==> config.mk <==
export PLATFORM = sky130hd
export DESIGN_NAME = led_frame_deframer
export DESIGN_NICKNAME = d
export VERILOG_FILES = /design/src/hw/rtl/lfd_pkg.sv /design/src/hw/rtl/lfd_regs.sv /design/src/hw/rtl/lfd_core.sv /design/src/hw/rtl/lfd_outq.sv /design/src/hw/rtl/led_frame_deframer.sv
export SDC_FILE = /design/constraint.sdc
export NUM_CORES = 1
export LEC_CHECK = 0
export BUFFER_PORTS_ARGS = -buffer_cell sky130_fd_sc_hd__buf_2
export CAP_MARGIN = 20
export CORE_MARGIN = 2
export CORE_UTILIZATION = 25
export CTS_BUF_LIST = sky130_fd_sc_hd__clkbuf_8
export DETAILED_ROUTE_END_ITERATION = 10
export GPL_TIMING_DRIVEN = 0
export SETUP_SLACK_MARGIN = 0.5
export SLEW_MARGIN = 20
export SYNTH_ARGS = -nofsm -noshare
export SYNTH_HDL_FRONTEND = slang
export SYNTH_HIERARCHICAL = 1
export SYNTH_SLANG_ARGS = --single-unit
==> constraint.sdc <==
create_clock -name i_clk -period 4.3 [get_ports i_clk]
set_input_delay 0.43 -clock i_clk [delete_from_list [all_inputs] [get_ports i_clk]]
set_output_delay 0.43 -clock i_clk [all_outputs]
set_load 0.03 [all_outputs]
==> src/hw/rtl/lfd_pkg.sv <==
package lfd_pkg;

    localparam int MAX_PIXELS_DEF = 512;
    localparam int OUTQ_DEPTH     = 4;
    localparam int ADDR_W         = 4;

    localparam logic [7:0] SYNC_A    = 8'hFF;
    localparam logic [7:0] SYNC_B    = 8'hAA;
    localparam logic [7:0] CMD_IDENT = 8'hFE;
    localparam logic [7:0] CMD_SETID = 8'hFD;

    localparam logic [9:0]  FRAME_PIXELS_RST  = 10'd300;
    localparam logic        GRB_ORDER_RST     = 1'b1;
    localparam logic [15:0] TIMEOUT_TICKS_RST = 16'd50;

    // register index, taken from paddr[3:2]
    typedef enum logic [1:0] {
        REG_FRAME_PIXELS  = 2'd0,
        REG_GRB_ORDER     = 2'd1,
        REG_TIMEOUT_TICKS = 2'd2,
        REG_NONE          = 2'd3
    } t_reg_idx;

    typedef enum logic [2:0] {
        K_PIXEL   = 3'd0,
        K_GOOD    = 3'd1,
        K_BAD     = 3'd2,
        K_REPLY   = 3'd3,
        K_TIMEOUT = 3'd4
    } t_kind;

    typedef enum logic [3:0] {
        PH_HUNT  = 4'b0001,
        PH_SYNC2 = 4'b0010,
        PH_FRAME = 4'b0100,
        PH_SETID = 4'b1000
    } t_phase;

    typedef struct packed {
        logic [9:0]  frame_pixels;
        logic        grb_order;
        logic [15:0] timeout_ticks;
    } t_cfg;

    typedef struct packed {
        t_kind       kind;
        logic [10:0] buf_addr;
        logic [7:0]  out_byte;
        logic        last;
    } t_res;

    // rgb to grb buffer offset
    function automatic logic [1:0] grb_offset(input logic [1:0] chan);
        logic [1:0] off;
        case (chan)
            2'd0:    off = 2'd1;
            2'd1:    off = 2'd0;
            default: off = 2'd2;
        endcase
        return off;
    endfunction

endpackage

==> src/hw/rtl/lfd_regs.sv <==
module lfd_regs
    import lfd_pkg::*;
(
    input  logic              i_clk,
    input  logic              i_rst_n,
    input  logic              psel,
    input  logic              penable,
    input  logic              pwrite,
    input  logic [ADDR_W-1:0] paddr,
    input  logic [31:0]       pwdata,
    output logic [31:0]       prdata,
    output logic              pready,
    output t_cfg              o_cfg
);

    t_cfg     r_cfg;
    t_reg_idx idx;
    logic     wr_en;

    assign idx    = t_reg_idx'(paddr[3:2]);
    assign wr_en  = psel && penable && pwrite;
    assign pready = 1'b1;
    assign o_cfg  = r_cfg;

    always_ff @(posedge i_clk) begin
        if (!i_rst_n) begin
            r_cfg.frame_pixels  <= FRAME_PIXELS_RST;
            r_cfg.grb_order     <= GRB_ORDER_RST;
            r_cfg.timeout_ticks <= TIMEOUT_TICKS_RST;
        end else if (wr_en) begin
            case (idx)
                REG_FRAME_PIXELS:  r_cfg.frame_pixels  <= pwdata[9:0];
                REG_GRB_ORDER:     r_cfg.grb_order     <= pwdata[0];
                REG_TIMEOUT_TICKS: r_cfg.timeout_ticks <= pwdata[15:0];
                default: ;
            endcase
        end
    end

    always_comb begin
        case (idx)
            REG_FRAME_PIXELS:  prdata = {22'd0, r_cfg.frame_pixels};
            REG_GRB_ORDER:     prdata = {31'd0, r_cfg.grb_order};
            REG_TIMEOUT_TICKS: prdata = {16'd0, r_cfg.timeout_ticks};
            default:           prdata = 32'd0;
        endcase
    end

endmodule

==> src/hw/rtl/lfd_core.sv <==
module lfd_core
    import lfd_pkg::*;
#(
    parameter int MAX_PIXELS = MAX_PIXELS_DEF
) (
    input  logic       i_clk,
    input  logic       i_rst_n,
    input  logic       i_take,
    input  logic       i_mode,
    input  logic [7:0] i_rx_byte,
    input  t_cfg       i_cfg,
    output logic       o_push0,
    output logic       o_push1,
    output t_res       o_res0,
    output t_res       o_res1
);

    t_phase      r_phase,  n_phase;
    logic [10:0] r_count,  n_count;
    logic [1:0]  r_chan,   n_chan;
    logic [7:0]  r_xor,    n_xor;
    logic [7:0]  r_id,     n_id;
    logic [15:0] r_age,    n_age;

    logic [15:0] pix_req;
    logic [15:0] pix_max;
    logic [9:0]  pix_eff;
    logic [11:0] frame_len;
    logic [15:0] age_inc;
    logic [1:0]  off;

    assign pix_req   = 16'(i_cfg.frame_pixels);
    assign pix_max   = 16'(MAX_PIXELS);
    assign pix_eff   = (pix_req > pix_max) ? pix_max[9:0] : i_cfg.frame_pixels;
    assign frame_len = 12'({pix_eff, 1'b0}) + 12'(pix_eff);
    assign age_inc   = (r_age == 16'hFFFF) ? r_age : r_age + 16'd1;
    assign off       = i_cfg.grb_order ? grb_offset(r_chan) : r_chan;

    always_comb begin
        n_phase = r_phase;
        n_count = r_count;
        n_chan  = r_chan;
        n_xor   = r_xor;
        n_id    = r_id;
        n_age   = r_age;
        o_push0 = 1'b0;
        o_push1 = 1'b0;
        o_res0  = '{kind: K_PIXEL, buf_addr: 11'd0, out_byte: 8'd0, last: 1'b1};
        o_res1  = '{kind: K_REPLY, buf_addr: 11'd0, out_byte: 8'd0, last: 1'b1};
        if (i_mode) begin
            if (r_phase == PH_FRAME) begin
                n_age = age_inc;
                if (age_inc > i_cfg.timeout_ticks) begin
                    n_phase      = PH_HUNT;
                    o_push0      = 1'b1;
                    o_res0.kind  = K_TIMEOUT;
                end
            end
        end else begin
            case (r_phase)
                PH_HUNT: begin
                    if (i_rx_byte == SYNC_A) begin
                        n_phase = PH_SYNC2;
                    end else if (i_rx_byte == CMD_IDENT) begin
                        o_push0          = 1'b1;
                        o_push1          = 1'b1;
                        o_res0.kind      = K_REPLY;
                        o_res0.out_byte  = CMD_IDENT;
                        o_res0.last      = 1'b0;
                        o_res1.out_byte  = r_id;
                    end else if (i_rx_byte == CMD_SETID) begin
                        n_phase = PH_SETID;
                    end
                end
                PH_SETID: begin
                    n_id             = i_rx_byte;
                    n_phase          = PH_HUNT;
                    o_push0          = 1'b1;
                    o_push1          = 1'b1;
                    o_res0.kind      = K_REPLY;
                    o_res0.out_byte  = CMD_SETID;
                    o_res0.last      = 1'b0;
                    o_res1.out_byte  = i_rx_byte;
                end
                PH_SYNC2: begin
                    if (i_rx_byte == SYNC_B) begin
                        n_phase = PH_FRAME;
                        n_count = 11'd0;
                        n_chan  = 2'd0;
                        n_xor   = 8'd0;
                        n_age   = 16'd0;
                    end else if (i_rx_byte != SYNC_A) begin
                        n_phase = PH_HUNT;
                    end
                end
                PH_FRAME: begin
                    o_push0 = 1'b1;
                    if (12'(r_count) < frame_len) begin
                        o_res0.buf_addr = r_count - 11'(r_chan) + 11'(off);
                        o_res0.out_byte = i_rx_byte;
                        n_xor           = r_xor ^ i_rx_byte;
                        n_count         = r_count + 11'd1;
                        // channel follows the 11-bit count, also across its wrap
                        if (r_count == 11'h7FF || r_chan == 2'd2) begin
                            n_chan = 2'd0;
                        end else begin
                            n_chan = r_chan + 2'd1;
                        end
                    end else begin
                        n_phase     = PH_HUNT;
                        o_res0.kind = (r_xor == i_rx_byte) ? K_GOOD : K_BAD;
                    end
                end
                default: begin
                    n_phase = PH_HUNT;
                end
            endcase
        end
    end

    always_ff @(posedge i_clk) begin
        if (!i_rst_n) begin
            r_phase <= PH_HUNT;
            r_count <= 11'd0;
            r_chan  <= 2'd0;
            r_xor   <= 8'd0;
            r_id    <= 8'd0;
            r_age   <= 16'd0;
        end else if (i_take) begin
            r_phase <= n_phase;
            r_count <= n_count;
            r_chan  <= n_chan;
            r_xor   <= n_xor;
            r_id    <= n_id;
            r_age   <= n_age;
        end
    end

    a_chan_range: assert property (@(posedge i_clk) disable iff (!i_rst_n)
        r_chan != 2'd3)
        else $error("colour channel counter out of range");

    a_reply_pair: assert property (@(posedge i_clk) disable iff (!i_rst_n)
        o_push1 |-> (o_push0 && o_res0.kind == K_REPLY && !o_res0.last))
        else $error("second result without a leading reply");

    a_tick_quiet: assert property (@(posedge i_clk) disable iff (!i_rst_n)
        (i_mode && r_phase != PH_FRAME) |-> !o_push0)
        else $error("tick outside a frame produced a result");

endmodule

==> src/hw/rtl/lfd_outq.sv <==
module lfd_outq
    import lfd_pkg::*;
(
    input  logic i_clk,
    input  logic i_rst_n,
    input  logic i_push0,
    input  logic i_push1,
    input  t_res i_res0,
    input  t_res i_res1,
    output logic o_room2,
    output logic o_valid,
    input  logic i_stall,
    output t_res o_res
);

    localparam int PTR_W = (OUTQ_DEPTH > 1) ? $clog2(OUTQ_DEPTH) : 1;
    localparam int CNT_W = $clog2(OUTQ_DEPTH + 1);

    function automatic logic [PTR_W-1:0] ptr_inc(input logic [PTR_W-1:0] p);
        return (p == PTR_W'(OUTQ_DEPTH - 1)) ? '0 : p + PTR_W'(1);
    endfunction

    t_res             r_mem [OUTQ_DEPTH];
    logic [PTR_W-1:0] r_wptr, n_wptr;
    logic [PTR_W-1:0] r_rptr;
    logic [CNT_W-1:0] r_count;
    logic [PTR_W-1:0] wptr1;
    logic             pop;
    logic [1:0]       n_push;

    assign wptr1   = ptr_inc(r_wptr);
    assign pop     = o_valid && !i_stall;
    assign n_push  = {1'b0, i_push0} + {1'b0, i_push1};
    assign n_wptr  = i_push1 ? ptr_inc(wptr1) : (i_push0 ? wptr1 : r_wptr);
    assign o_valid = (r_count != '0);
    assign o_room2 = (r_count <= CNT_W'(OUTQ_DEPTH - 2));
    assign o_res   = r_mem[r_rptr];

    always_ff @(posedge i_clk) begin
        if (i_push0) begin
            r_mem[r_wptr] <= i_res0;
        end
        if (i_push1) begin
            r_mem[wptr1] <= i_res1;
        end
    end

    always_ff @(posedge i_clk) begin
        if (!i_rst_n) begin
            r_wptr  <= '0;
            r_rptr  <= '0;
            r_count <= '0;
        end else begin
            r_wptr  <= n_wptr;
            if (pop) begin
                r_rptr <= ptr_inc(r_rptr);
            end
            r_count <= r_count + CNT_W'(n_push) - CNT_W'(pop);
        end
    end

    a_count_max: assert property (@(posedge i_clk) disable iff (!i_rst_n)
        r_count <= CNT_W'(OUTQ_DEPTH))
        else $error("result queue overfilled");

    a_push_order: assert property (@(posedge i_clk) disable iff (!i_rst_n)
        i_push1 |-> i_push0)
        else $error("second slot written without first");

    a_push_room: assert property (@(posedge i_clk) disable iff (!i_rst_n)
        i_push0 |-> r_count <= CNT_W'(OUTQ_DEPTH - 2))
        else $error("push without room for a reply pair");

    a_count_step: assert property (@(posedge i_clk) disable iff (!i_rst_n)
        (i_push0 && !pop) |=> r_count > $past(r_count))
        else $error("queue level did not rise on push");

endmodule

==> src/hw/rtl/led_frame_deframer.sv <==
// sync-framed serial receiver with xor checksum
//
// input channel: one word per serial event, i_mode 0 carries a received byte
// in i_rx_byte, i_mode 1 is one time tick. a word is taken at a clock edge with
// i_in_valid high and o_in_stall low.
// output channel: pixel writes, frame good / checksum bad / timeout status and
// reply bytes, one word per edge with o_out_valid high and i_out_stall low.
// o_last marks the final word caused by one input word.
// a word's results are written into the result queue as it is taken and are
// offered from there. throughput: one input word per cycle while o_in_stall
// is low; an identify or set-id reply puts two words out. results wait in a
// four-word queue; o_in_stall rises while the queue has fewer than two free
// words, set by that queue and the receiver's stall.
// a stalled receiver simply holds its word; nothing is lost or repeated.
// reset (synchronous, active low) returns to the sync hunt, clears unit id,
// checksum, byte count and frame age, empties the queue and loads the
// register defaults (300 pixels, grb order, 50 ticks).
// apb registers at 0x0 frame_pixels, 0x4 grb_order, 0x8 timeout_ticks; write
// them only while the block is idle.
module led_frame_deframer
    import lfd_pkg::*;
#(
    parameter int MAX_PIXELS = MAX_PIXELS_DEF
) (
    input  logic              i_clk,
    input  logic              i_rst_n,
    // apb configuration
    input  logic              psel,
    input  logic              penable,
    input  logic              pwrite,
    input  logic [ADDR_W-1:0] paddr,
    input  logic [31:0]       pwdata,
    output logic [31:0]       prdata,
    output logic              pready,
    // input words
    input  logic              i_in_valid,
    output logic              o_in_stall,
    input  logic              i_mode,
    input  logic [7:0]        i_rx_byte,
    // result words
    output logic              o_out_valid,
    input  logic              i_out_stall,
    output logic [2:0]        o_kind,
    output logic [10:0]       o_buf_addr,
    output logic [7:0]        o_out_byte,
    output logic              o_last
);

    t_cfg cfg;
    t_res res0;
    t_res res1;
    t_res head;
    logic push0;
    logic push1;
    logic room2;
    logic take;

    // an input word is only taken when a reply pair would fit
    assign o_in_stall = !room2;
    assign take       = i_in_valid && room2;

    lfd_regs u_regs (
        .i_clk   (i_clk),
        .i_rst_n (i_rst_n),
        .psel    (psel),
        .penable (penable),
        .pwrite  (pwrite),
        .paddr   (paddr),
        .pwdata  (pwdata),
        .prdata  (prdata),
        .pready  (pready),
        .o_cfg   (cfg)
    );

    lfd_core #(
        .MAX_PIXELS (MAX_PIXELS)
    ) u_core (
        .i_clk     (i_clk),
        .i_rst_n   (i_rst_n),
        .i_take    (take),
        .i_mode    (i_mode),
        .i_rx_byte (i_rx_byte),
        .i_cfg     (cfg),
        .o_push0   (push0),
        .o_push1   (push1),
        .o_res0    (res0),
        .o_res1    (res1)
    );

    // core results only enter the queue for a taken word
    lfd_outq u_outq (
        .i_clk   (i_clk),
        .i_rst_n (i_rst_n),
        .i_push0 (push0 && take),
        .i_push1 (push1 && take),
        .i_res0  (res0),
        .i_res1  (res1),
        .o_room2 (room2),
        .o_valid (o_out_valid),
        .i_stall (i_out_stall),
        .o_res   (head)
    );

    assign o_kind     = head.kind;
    assign o_buf_addr = head.buf_addr;
    assign o_out_byte = head.out_byte;
    assign o_last     = head.last;

endmodule
# Word level (Yosys, flattened, before mapping)

Memories as Yosys holds them, arrays and structs flattened. A register that Yosys moved wholly into a read port is not among the register bits.
Cells that the tools add are included.

Memories kept: 1
Logic and storage cells: 149
RAM bits: 92
Bits in registers: 83
Bits of input ports: 52

Memories:

| memory       | words | bits a word | read ports | clocked after memory_dff | wr ports | RTL line       | RTL |
|---|---|---|---|---|---|---|---|
| u_outq.r_mem | 4     | 23          | 1          | 1                        | 2        | lfd_outq.sv:23 | `t_res r_mem [OUTQ_DEPTH];` |

Order comparisons: 4
Equal/unequal tests: 27
Reduce and logical (&&, ||, !) cells: 24
Multiplexer cells: 67
$add $sub $neg: 12
Bitwise gates (word level): 2

Operator list:

| kind                                                             | count |
|---|---|
| 16-bit 2-to-1 mux                                                | 5 |
| 16-bit case mux with 3 select lines                              | 1 |
| 8-bit 2-to-1 mux                                                 | 5 |
| 4-bit 2-to-1 mux                                                 | 9 |
| 11-bit 2-to-1 mux                                                | 3 |
| 8-bit equality test (second input constant)                      | 4 |
| 8-bit case mux with 2 select lines                               | 2 |
| 2-bit 2-to-1 mux                                                 | 13 |
| 8-bit case mux with 3 select lines                               | 1 |
| 11-bit case mux with 2 select lines                              | 1 |
| 20-bit 2-to-1 mux                                                | 1 |
| 19-bit 2-to-1 mux                                                | 1 |
| 9-bit 2-to-1 mux                                                 | 2 |
| 16-bit by 1-bit adder with 16-bit output (second input constant) | 1 |
| 16-bit equality test (second input constant)                     | 1 |
| 16-bit > comparator                                              | 1 |
| 3-bit 2-to-1 mux                                                 | 5 |
| 11-bit by 10-bit adder with 12-bit output                        | 1 |
| 11-bit by 12-bit less-than comparator with 1-bit output          | 1 |
| 4-bit case mux with 3 select lines                               | 1 |
| 11-bit by 1-bit adder with 11-bit output (second input constant) | 1 |
| 11-bit by 2-bit adder with 11-bit output                         | 1 |
| 11-bit equality test (second input constant)                     | 1 |
| 11-bit by 2-bit subtractor with 11-bit output                    | 1 |
| other kinds (38)                                                 | 73 |

# Depth between registers and ports, before layout

Gate-level depths: netlist of run 1.

Depth in word-level cells: 10
Gate-level depth with buffers: 19
Gate-level depth less buffers: 19

# Cells and area by module

The synthesis of run 1 kept the hierarchy.

By module, submodules not included:

| module             | area each (µm²) | instances | cells each |
|---|---|---|---|
| lfd_outq           | 5047.3          | 1         | 284 |
| lfd_core           | 5012.3          | 1         | 699 |
| lfd_regs           | 1495.2          | 1         | 170 |
| led_frame_deframer | 23.8            | 1         | 4 |

# Worst setup path after synthesis of run 1

OpenSTA, ideal clock, no wires.

Kind: register -> register
Start point: reg u_regs.r_cfg (netlist bit u_regs/o_cfg[26])
End point: mem u_outq/r_mem[2][1] (netlist name), data pin
Arrival: 4.216 ns
Data required time: 4.038 ns
Setup time: 0.262 ns
Cell stages (with the launch flop): 19
Path buffers: 2
Setup slack: -0.178 ns
Cell sequence: dfxtp_1 clkbuf_1 nor2_1 ha_1 ha_1 nor3b_1 o21ai_0 nand3_1 a311oi_1 o31ai_1 xor2_1 ha_1 nand3_1 a211o_1 a31oi_1 or2_2 clkbuf_1 o22ai_1 mux2_1

RTL lines:

| what               | RTL line       | RTL |
|---|---|---|
| start: declaration | lfd_regs.sv:16 | `t_cfg r_cfg;` |
| end: declaration   | lfd_outq.sv:23 |  |

# Worst setup path after layout of run 1

Start point: reg u_core.r_age[0]
End point: reg u_outq.r_count[2]

Cells in the longest elaborated chain, start to end: 10
Elaborated cells on any way between the ends: 11
Classes of those cells: add/sub: 4; order compare: 1; eq/ne: 1; mux: 4; reduce/logical: 1

RTL lines:

| what                                                                                    | RTL line                 | RTL |
|---|---|---|
| start: declaration                                                                      | lfd_core.sv:23           | `logic [15:0] r_age, n_age;` |
| start signal: assignment                                                                | lfd_core.sv:135          | `r_age <= n_age;` |
| 16-bit by 1-bit adder with 16-bit output / 16-bit equality test (equally long branches) | lfd_core.sv:36           | `assign age_inc = (r_age == 16'hFFFF) ? r_age : r_age + 16'd1;` |
| 16-bit 2-to-1 mux *                                                                     | lfd_core.sv:36           |  |
| 16-bit > comparator *                                                                   | lfd_core.sv:53           | `if (age_inc > i_cfg.timeout_ticks) begin` |
| 1-bit 2-to-1 mux *                                                                      | lfd_core.sv:53           |  |
| 1-bit 2-to-1 mux *                                                                      | lfd_core.sv:51           | `if (r_phase == PH_FRAME) begin` |
| 1-bit 2-to-1 mux *                                                                      | lfd_core.sv:50           | `if (i_mode) begin` |
| net push0                                                                               | led_frame_deframer.sv:53 | `logic push0;` |
| 1-bit logical AND *                                                                     | led_frame_deframer.sv:94 | `.i_push0 (push0 && take),` |
| 1-bit by 1-bit adder with 2-bit output *                                                | lfd_outq.sv:33           | `assign n_push = {1'b0, i_push0} + {1'b0, i_push1};` |
| 3-bit by 2-bit adder with 3-bit output *                                                | lfd_outq.sv:58           | `r_count <= r_count + CNT_W'(n_push) - CNT_W'(pop);` |
| 3-bit by 1-bit subtractor with 3-bit output *                                           | lfd_outq.sv:58           |  |
| end signal: assignment                                                                  | lfd_outq.sv:58           |  |
| end: declaration                                                                        | lfd_outq.sv:26           | `logic [CNT_W-1:0] r_count;` |

The timed path passes the listed nets; every way through them passes the cells marked *.
A chain may end at the register's enable or synchronous reset.

==> impl_metrics.yaml, run 1 <==
clock_tree:
  clk_pin_slew_worst_paths_ns: 0.12
  cts-root-buf: "clkbuf_8"
  hold_buffers: 0
  clock-sinks: 177
  htreeDepth: 4
  clock_latency_ns: 0.49
  cts_buffers: 17
  cts_tree: "built"
  clk_path_buf_depth: 2
logic_synthesis:
  yosysWarnings: 6
  syn_inst: 1157
  synth-async-reset-ratio: 0
  syn_area_um2: 11600
  synth_area_leader_cell: "edfxtp_1"
  synthFlopType: "edfxtp_1"
  synth_area_leaders: "edfxtp_1 24%, dfxtp_1 15%, mux2_2 8.5%"
  synth_top_family_by_area: "multiplexers"
  synth_cell_types: 80
  synth_mux_area_frac: 0.171
  yosysMostFrequentCell: "nand2_1"
  ys_seq_area_frac: 0.386
  synthSimpleGateAreaFrac: 0.156
  synth_common_cells: "124 x nand2_1, 92 x edfxtp_1, 87 x mux2_2, 85 x dfxtp_1, 80 x nor2_1"
  synth_adder_area_share: 0.0711
  synth_compound_area_frac: 0.118
  synth_xor_area_frac: 0.0204
  synth_top_area_frac: 0.239
  avgSynthCellArea_um2: 10.0
  synth-edff-count: 92
  ys_ff_latch: 177
grt:
  grt_max_degree: 20
  grt_use_total: 0.137
  grt_pass1_wl_um: 52100
  grt.overflow.total: 0
  grt_pass1_vias: 9519
  antenna_found_initial: 1
power_and_ir_drop:
  combPwrFrac: 0.232
  leakage_nw: 6.65
  power.internal_mw: 2.65
  ir_worst_vdd_mv: 0.193
  swShare: 0.337
  p_total_mw: 4.00
  switching_power_mw: 1.35
  power_density_nw_per_um2: 245
  pwr-share-seq: 0.454
  clkPwrFrac: 0.314
sta:
  setup_ws_ns: -0.0825
  rsz0062_at_grt: "true"
  finalSetupTns_ns: -1.46
  max_freq_ghz: 0.228
  worst_pin_slew_ns: 1.32
  slew_headroom: 0.117
  fin_crit_ns: 4.38
  finalCritPeriodShare: 1.02
  setup-violations-final: 31
  slew_viol_final: 0
  finClkSkew_ns: 0.0226
  whs_ns: 0.178
  hold_viol_final: 0
final_layout:
  drive_gt1_frac: 0.413
  syn_to_final_growth_pct: 40.8
  multi_input_comb_area_um2: 7900
  seqCellArea_um2: 4500
  stdcell_area_um2: 16300
  nFillCells: 4398
  num_antenna_cells: 0
  fin_nets: 1536
detailed_routing:
  antenna_left: 0
  drtIter0Drc: 634
  wirelength_um: 35400
  via_per_inst: 4.90
  drt_first_pass_iters: 5
  vias: 9952
  wl_per_cell_um: 17.4
  remaining_drc_errors: 0
worst_setup_path:
  crit_path_end_kind: "register"
  crit_required_ns: 4.69
  start_kind: "register"
  worstPathArrival_ns: 4.77
  reg2reg_depth: 18
  cp_max_fo: 4
  path_class: "reg -> reg"
min_path:
  hold_path.class: "in -> reg"
  hold_path_depth: 3
outcome:
  violations: "setup timing"
  status: "finished, violations left"
die:
  rows: 78
  die_y_um: 219
  io_pins: 110
  start_util: 0.254
  dieArea_um2: 48100
  die_w_um: 219
  core_area_um2: 45600
placement:
  io_buffers: 69
  gp_congestion: 0.835
  placed_area_um2: 12900
  dp_hpwl_um: 21100
job:
  maxCapViolCount: 0
[logic make-up (layout without fill, tap and decap cells)]
group                      Yosys count  in the layout
xor gates and xnor gates            27             27
AOI/OAI and AO/OA                  209            209
adders and majority gates           64             64
and+or+nand+nor                    362            374
DFF                                177            177
buffers and inverters              158            394
other                                4             32
muxes                              156            156
[per-layer routing]
layer	wire length (µm)	track usage	vias up
met2	17600	0.238	349
met3	1790	0.0240	86
met5	13	0	-
met1	15100	0.178	4821
met4	938	0.0306	2
li1	-	-	4694
[timing repair]
item / 4_1_cts / 5_1_grt
pin swaps: 77 / 69
gates resized for setup: 230 / 178
setup buffers: 106 / 25
endpoints found under the setup margin: 210 / 213
cloned: 15 / 0
[sequential cells by signal (all words and copies together), names as in the netlist, 3 cells and up, named ones only]
| name | cells |
|---|---|
| u_regs/o_cfg | 27 |
| u_outq/r_count | 3 |
| u_outq/r_mem | 92 |
| u_core/r_xor | 8 |
| u_core/r_age | 16 |
| u_core/r_count | 11 |
| u_core/r_phase | 4 |
| u_core/r_id | 8 |
[cell type report]
class	instances	share of cell area
clock buffers	17	0.0143
repair buffers	204	0.107
well taps	600	0.0460
flip-flops and latches	177	0.276
multi-input cells	862	0.485
clock inverters	15	0.0114
plain buffers	91	0.0458
inverters	67	0.0154
[cells in the final DEF (no fill, tap or decap), types with 27 or more instances in the layout]
master	instances
nor2_1	61
dfxtp_1	72
buf_2	74
edfxtp_1	92
conb_1	32
a21oi_1	34
o21ai_0	27
inv_1	66
ha_1	56
buf_4	80
mux2i_1	40
buf_6	97
mux2_4	84
nand2_1	108
[worst max-delay path, stage by stage, from the launching register on]
cell and delay [ns]:
dfxtp_4 0.38, buf_4 0.11, nand3_1 0.26, nor2_4 0.28, nand2b_4 0.09, or4_1 0.42
o21a_1 0.15, ha_1 0.30, and4_1 0.29, nand3_2 0.16, nor4_4 0.33, nor2_1 0.10
o21ai_2 0.10, o211ai_1 0.15, and3_4 0.24, fa_2 0.34, fa_2 0.34, xnor2_1 0.12
and2_1 0.15
[through the flow]
step / worst slack, ns / utilization / cells
6_report: -0.0825 / 0.358 / 2033
5_1_grt: -0.272 / 0.358 / 2033
3_3_place_gp: -0.412 / 0.283 / 1854
2_1_floorplan: 0.471 / - / 1185
4_1_cts: 0.207 / 0.336 / 2007
3_5_place_dp: -0.381 / 0.283 / 1854
[final timing paths]
path | startpoint | endpoint | slack, ns
max | u_core/r_age[0] | u_outq/r_count[2] | -0.08
min | pwdata[12] | u_regs/o_cfg[12] | 0.18
max reg2reg | u_core/r_age[0] | u_outq/r_count[2] | -0.08
min reg2reg | u_core/r_id[6] | u_core/r_id[6] | 0.47
[power by group through the flow]
stage / clock network, mW / logic, mW / registers (mW)
after detailed placement: 0 / 0.874 / 1.85
final: 1.26 / 0.928 / 1.81
after floorplan: 0 / 0.654 / 1.85
after global placement: 0 / 0.863 / 1.85
after global routing: 1.35 / 0.995 / 1.82
after CTS: 1.28 / 0.910 / 1.81
Note: power is estimated with default switching activity, not from simulation.
==> inputs of run 2 (changes only) <==
--- a/config.mk
+++ b/config.mk
@@ -7,11 +7,14 @@
 export LEC_CHECK = 0
 export BUFFER_PORTS_ARGS = -buffer_cell sky130_fd_sc_hd__buf_2
 export CAP_MARGIN = 20
+export CELL_PAD_IN_SITES_DETAIL_PLACEMENT = 1
+export CELL_PAD_IN_SITES_GLOBAL_PLACEMENT = 1
 export CORE_MARGIN = 2
-export CORE_UTILIZATION = 25
+export CORE_UTILIZATION = 44
 export CTS_BUF_LIST = sky130_fd_sc_hd__clkbuf_8
 export DETAILED_ROUTE_END_ITERATION = 10
 export GPL_TIMING_DRIVEN = 0
+export PLACE_DENSITY_LB_ADDON = 0.1
 export SETUP_SLACK_MARGIN = 0.5
 export SLEW_MARGIN = 20
 export SYNTH_ARGS = -nofsm -noshare
==> impl_metrics.yaml, run 2 (same netlist as run 1, synthesis figures left out) <==
outcome:
  status: "complete, no violations"
die:
  dieArea_um2: 27600
  rows: 59
  die_w_um: 166
  io_pins: 110
  die_y_um: 166
  core_area_um2: 26000
  start_util: 0.446
final_layout:
  largest_register: "u_outq/r_mem"
  final_cell_mix: "106 x nand2_1, 92 x edfxtp_1, 81 x mux2_4, 74 x buf_2, 72 x dfxtp_1"
  final_common_cell: "nand2_1"
  syn_to_final_growth_pct: 31.1
  nFillCells: 2828
  final_util: 0.584
  largest_reg_flops: 92
  fin_nets: 1465
  drive_gt1_frac: 0.377
placement:
  dp_hpwl_um: 22600
  place_ws_ns: -0.407
  gp_congestion: 0.800
  io_buffers: 69
worst_setup_path:
  cp_max_fo: 4
  path_class: "reg -> reg"
  start_kind: "register"
  crit_path_end_kind: "register"
  critPathBufInv: 2
  cp_slowest_cell: "a2111o_1"
  crit_chain: "clkbuf_8 > and4_4 > nand4_1 > buf_4 > nor3_4 > nor2_1 > nand3_1 > xnor2_1 > ha_1 > a2111o_1 > o21ai_2 > a21oi_2 > o21ai_2 > o211ai_1 > and3_4 > fa_2 > fa_2 > xnor2_1 > and2_1"
  rr_startpoint: "u_core/r_age[6]"
  crit_family: "simple AND/OR/NAND/NOR gates"
  slowest_delay_ns: 0.45
  worstPathArrival_ns: 4.62
  crit_required_ns: 4.67
  startpoint: "u_core/r_age[6]"
clock_tree:
  htreeDepth: 4
  clock-sinks: 177
  cts_buffers: 17
  clk_path_buf_depth: 2
  clock_latency_ns: 0.49
  cts-root-buf: "clkbuf_8"
  cts_tree: "built"
  hold_buffers: 0
  clk_pin_slew_worst_paths_ns: 0.12
sta:
  fin_crit_ns: 4.25
  max_freq_ghz: 0.235
  hold_viol_final: 0
  slew_viol_final: 0
  setup-violations-final: 0
  setup_ws_ns: 0.0511
  whs_ns: 0.195
  worst_pin_slew_ns: 1.28
  finalSetupTns_ns: 0
  rsz0062_at_grt: "true"
  finalCritPeriodShare: 0.988
  slew_headroom: 0.146
  finClkSkew_ns: 0.0242
grt:
  grt_pass1_vias: 10000
  grt.overflow.total: 0
  grt_use_total: 0.256
  antenna_found_initial: 1
  grt_max_degree: 20
  grt_pass1_wl_um: 56100
detailed_routing:
  remaining_drc_errors: 0
  wirelength_um: 36600
  via_per_inst: 5.68
  drt_first_pass_iters: 5
  drtIter0Drc: 589
  antenna_left: 0
  wl_per_cell_um: 21.6
  vias: 9644
power_and_ir_drop:
  ir_worst_vdd_mv: 0.247
  power_density_nw_per_um2: 263
  leakage_nw: 6.26
min_path:
  hold_path.class: "in -> reg"
  hp-start: "pwdata[14]"
job:
  maxCapViolCount: 0
==> run 2: changes by cell type in the layout (fill, tap and decap cells not counted), sizes merged <==
cell | before | now
buf | 262 | 188
clkbuf | 50 | 53
clkinv | 4 | 7
clkinvlp | 2 | 0
diode | 0 | 1
inv | 75 | 74
==> run 2: final timing paths <==
path                                           to  slack, ns  cells past startpoint
worst min register to register    u_core/r_age[9]       0.47                      1
worst min-delay path             u_regs/o_cfg[14]       0.19                      3
worst max-delay path            u_outq/r_count[2]       0.05                     19
worst max register to register  u_outq/r_count[2]       0.05                     19
==> run 2: through the flow <==
step	power (mW)	cell area (µm²)	std cells
6_report	3.99	15200	1698
5_1_grt	4.16	15200	1697
4_1_cts	3.98	14600	1682
3_5_place_dp	2.71	12600	1589
3_3_place_gp	2.70	12600	1589
2_1_floorplan	2.50	11800	1185
==> run 2: timing repair <==
item,4_1_cts,5_1_grt
endpoints found under the hold margin,0,0
buffers inserted,46,14
gates resized for setup,239,86
setup endpoints to repair,207,206
cloned,15,0
pin swaps,89,48
==> run 2: area by class of cell <==
cell class	instances	area [µm²]	area share
inverter	67	251	0.0166
antenna	1	2.50	0.000165
sequential	177	4500	0.296
timing repair buffer	133	1020	0.0670
multi-input combinational	862	7820	0.515
buffer	91	744	0.0491
clock inverter	15	189	0.0124
clock buffer	17	234	0.0154
tap	335	419	0.0276
==> run 2: where the power goes <==
group          switching (mW)  internal, mW
sequential             0.0259          1.79
combinational           0.566         0.359
clock                   0.756         0.499
==> run 2: metal layers <==
metal / part of all wire / up-vias / GRT usage
li1: - / 4556 / -
met5: 0 / - / 0
met3: 0.026 / 57 / 0.0298
met4: 0.027 / 0 / 0.0933
met1: 0.43 / 4844 / 0.313
met2: 0.52 / 187 / 0.464
==> run 2: worst reg2reg max path, cell delays in order, from the launching register on <==
cell and delay [ns]:
dfxtp_2 0.34, clkbuf_8 0.11, and4_4 0.22, nand4_1 0.14, buf_4 0.19, nor3_4 0.20
nor2_1 0.09, nand3_1 0.13, xnor2_1 0.15, ha_1 0.29, a2111o_1 0.45, o21ai_2 0.18
a21oi_2 0.08, o21ai_2 0.20, o211ai_1 0.17, and3_4 0.25, fa_2 0.33, fa_2 0.34
xnor2_1 0.12, and2_1 0.15
==> inputs of run 3 (changes only) <==
--- a/config.mk
+++ b/config.mk
@@ -10,8 +10,8 @@
 export CELL_PAD_IN_SITES_DETAIL_PLACEMENT = 1
 export CELL_PAD_IN_SITES_GLOBAL_PLACEMENT = 1
 export CORE_MARGIN = 2
-export CORE_UTILIZATION = 44
-export CTS_BUF_LIST = sky130_fd_sc_hd__clkbuf_8
+export CORE_UTILIZATION = 47
+export CTS_BUF_LIST = sky130_fd_sc_hd__clkbuf_16
 export DETAILED_ROUTE_END_ITERATION = 10
 export GPL_TIMING_DRIVEN = 0
 export PLACE_DENSITY_LB_ADDON = 0.1
==> constraint.sdc (replaced) <==
create_clock -name i_clk -period 4.1 [get_ports i_clk]
set_input_delay 0.41 -clock i_clk [delete_from_list [all_inputs] [get_ports i_clk]]
set_output_delay 0.41 -clock i_clk [all_outputs]
set_load 0.03 [all_outputs]
==> impl_metrics.yaml, run 3 (same netlist as run 1, synthesis figures left out) <==
outcome:
  status: "finished, violations left"
  violations: "setup timing"
worst_setup_path:
  rr_startpoint: "u_regs/o_cfg[26]"
  worstPathArrival_ns: 4.51
  setup.worst_path.end: "u_outq/r_mem[3][1]"
  path_class: "reg -> reg"
  cp_max_fo: 5
  reg2reg_to: "u_outq/r_mem[3][1]"
  startpoint: "u_regs/o_cfg[26]"
  reg2reg_depth: 19
  crit_required_ns: 4.29
  crit_path_end_kind: "register"
  cp_common_cell: "ha_4"
  cp_slowest_cell: "o32a_1"
  reg2reg_slack_ns: -0.22
  slowest_delay_ns: 0.39
  start_kind: "register"
  crit_chain: "buf_8 > nor2_4 > ha_4 > ha_4 > nor3b_4 > o21ai_2 > nand3_2 > buf_6 > buf_6 > o211a_1 > o32a_1 > ha_4 > nand3_2 > a211o_1 > a31oi_4 > or2_4 > clkbuf_16 > o22ai_4 > mux2_4"
sta:
  fin_crit_ns: 4.32
  hold_viol_final: 0
  finalCritPeriodShare: 1.05
  finalSetupTns_ns: -10.87
  slew_viol_final: 0
  rsz0062_at_grt: "true"
  whs_ns: 0.206
  slew_headroom: 0.0285
  setup-violations-final: 107
  max_freq_ghz: 0.232
  worst_pin_slew_ns: 1.45
  setup_ws_ns: -0.217
  finClkSkew_ns: 0.0170
clock_tree:
  cts_buffers: 17
  clock-sinks: 177
  hold_buffers: 0
  htreeDepth: 4
  clk_path_buf_depth: 2
  cts-root-buf: "clkbuf_16"
  clk_pin_slew_worst_paths_ns: 0.08
  clock_latency_ns: 0.45
  cts_tree: "built"
detailed_routing:
  wl_per_cell_um: 23.9
  drtIter0Drc: 608
  antenna_left: 0
  drt_first_pass_iters: 5
  vias: 9940
  remaining_drc_errors: 0
  via_per_inst: 5.92
  wirelength_um: 40100
grt:
  grt_max_degree: 20
  antenna_found_initial: 0
  grt_use_total: 0.282
  grt_pass1_vias: 10200
  grt.overflow.total: 0
  grt_pass1_wl_um: 57000
power_and_ir_drop:
  ir_worst_vdd_mv: 0.261
  power_density_nw_per_um2: 305
  leakage_nw: 6.22
die:
  core_area_um2: 24200
  die_y_um: 161
  start_util: 0.478
  io_pins: 110
  dieArea_um2: 25900
  die_w_um: 161
  rows: 57
min_path:
  hold_path_depth: 3
  hold_path.class: "in -> reg"
placement:
  io_buffers: 69
  gp_congestion: 0.807
  dp_hpwl_um: 22800
final_layout:
  drive_gt1_frac: 0.374
  largest_register: "u_outq/r_mem"
  seqCellArea_um2: 4490
  nFillCells: 2594
  multi_input_comb_area_um2: 7840
  syn_to_final_growth_pct: 31.1
  largest_reg_flops: 92
  final_cell_mix: "109 x nand2_1, 92 x edfxtp_1, 84 x mux2_4, 75 x buf_4, 74 x buf_2"
  num_antenna_cells: 0
  final_common_cell: "nand2_1"
  final_util: 0.626
  fin_nets: 1458
job:
  maxCapViolCount: 0
[run 3: final cells by class]
class | count | share of cell area
multi-input combinational | 862 | 0.516
sequential | 177 | 0.296
timing repair buffer | 126 | 0.0565
buffer | 91 | 0.0493
clock buffer | 17 | 0.0280
tap | 324 | 0.0267
inverter | 67 | 0.0166
clock inverter | 15 | 0.0106
[run 3: power breakdown]
part	total, mW	leakage [nW]	switching (mW)	internal (mW)
combinational	1.04	4.41	0.640	0.395
sequential	1.91	1.53	0.0316	1.88
clock	1.68	0.281	0.865	0.819
[run 3: layer usage]
layer | share of wire | global-route usage | vias to the layer above
met5 | 0 | 0 | -
met4 | 0.032 | 0.0950 | 0
met3 | 0.039 | 0.0390 | 78
met2 | 0.52 | 0.526 | 335
met1 | 0.41 | 0.332 | 4996
li1 | - | - | 4531
[run 3: how the worst min path moves through the flow]
| stage | from | end | slack (ns) |
|---|---|---|---|
| finish | pwdata[10] | u_regs/o_cfg[10] | 0.21 |
| global route | pwdata[14] | u_regs/o_cfg[14] | 0.21 |
| CTS | pwdata[10] | u_regs/o_cfg[10] | 0.20 |
| floorplan | u_regs/o_cfg[10] | u_regs/o_cfg[10] | 0.44 |
| detailed placement | u_core/r_id[7] | u_core/r_id[7] | 0.46 |
| global placement | u_core/r_id[5] | u_core/r_id[5] | 0.45 |
[run 3: worst max-delay path, delay by kind of cell, from the launching register on]
| family | cells | cell delay, ns |
|---|---|---|
| muxes | 1 | 0.30 |
| buffers and inverters | 4 | 0.55 |
| AOI/OAI and AO/OA | 6 | 1.60 |
| and+or+nand+nor | 5 | 0.61 |
| adders and majority gates | 3 | 0.62 |
| DFF | 1 | 0.38 |
[run 3: through the flow]
stage	area, µm²	cells	total power, mW	setup WS, ns
final	15200	1679	4.63	-0.217
after global routing	15200	1679	4.75	-0.314
after CTS	14600	1658	4.53	-0.0868
after detailed placement	12700	1578	2.86	-0.544
after global placement	12700	1578	2.83	-0.510
after floorplan	12000	1185	2.63	0.290
[run 3: timing repair]
action / 4_1_cts / 5_1_grt
endpoints found under the setup margin: 210 / 210
resized for setup: 203 / 90
buffers inserted: 37 / 17
cloned: 11 / 3
pin swaps: 67 / 60
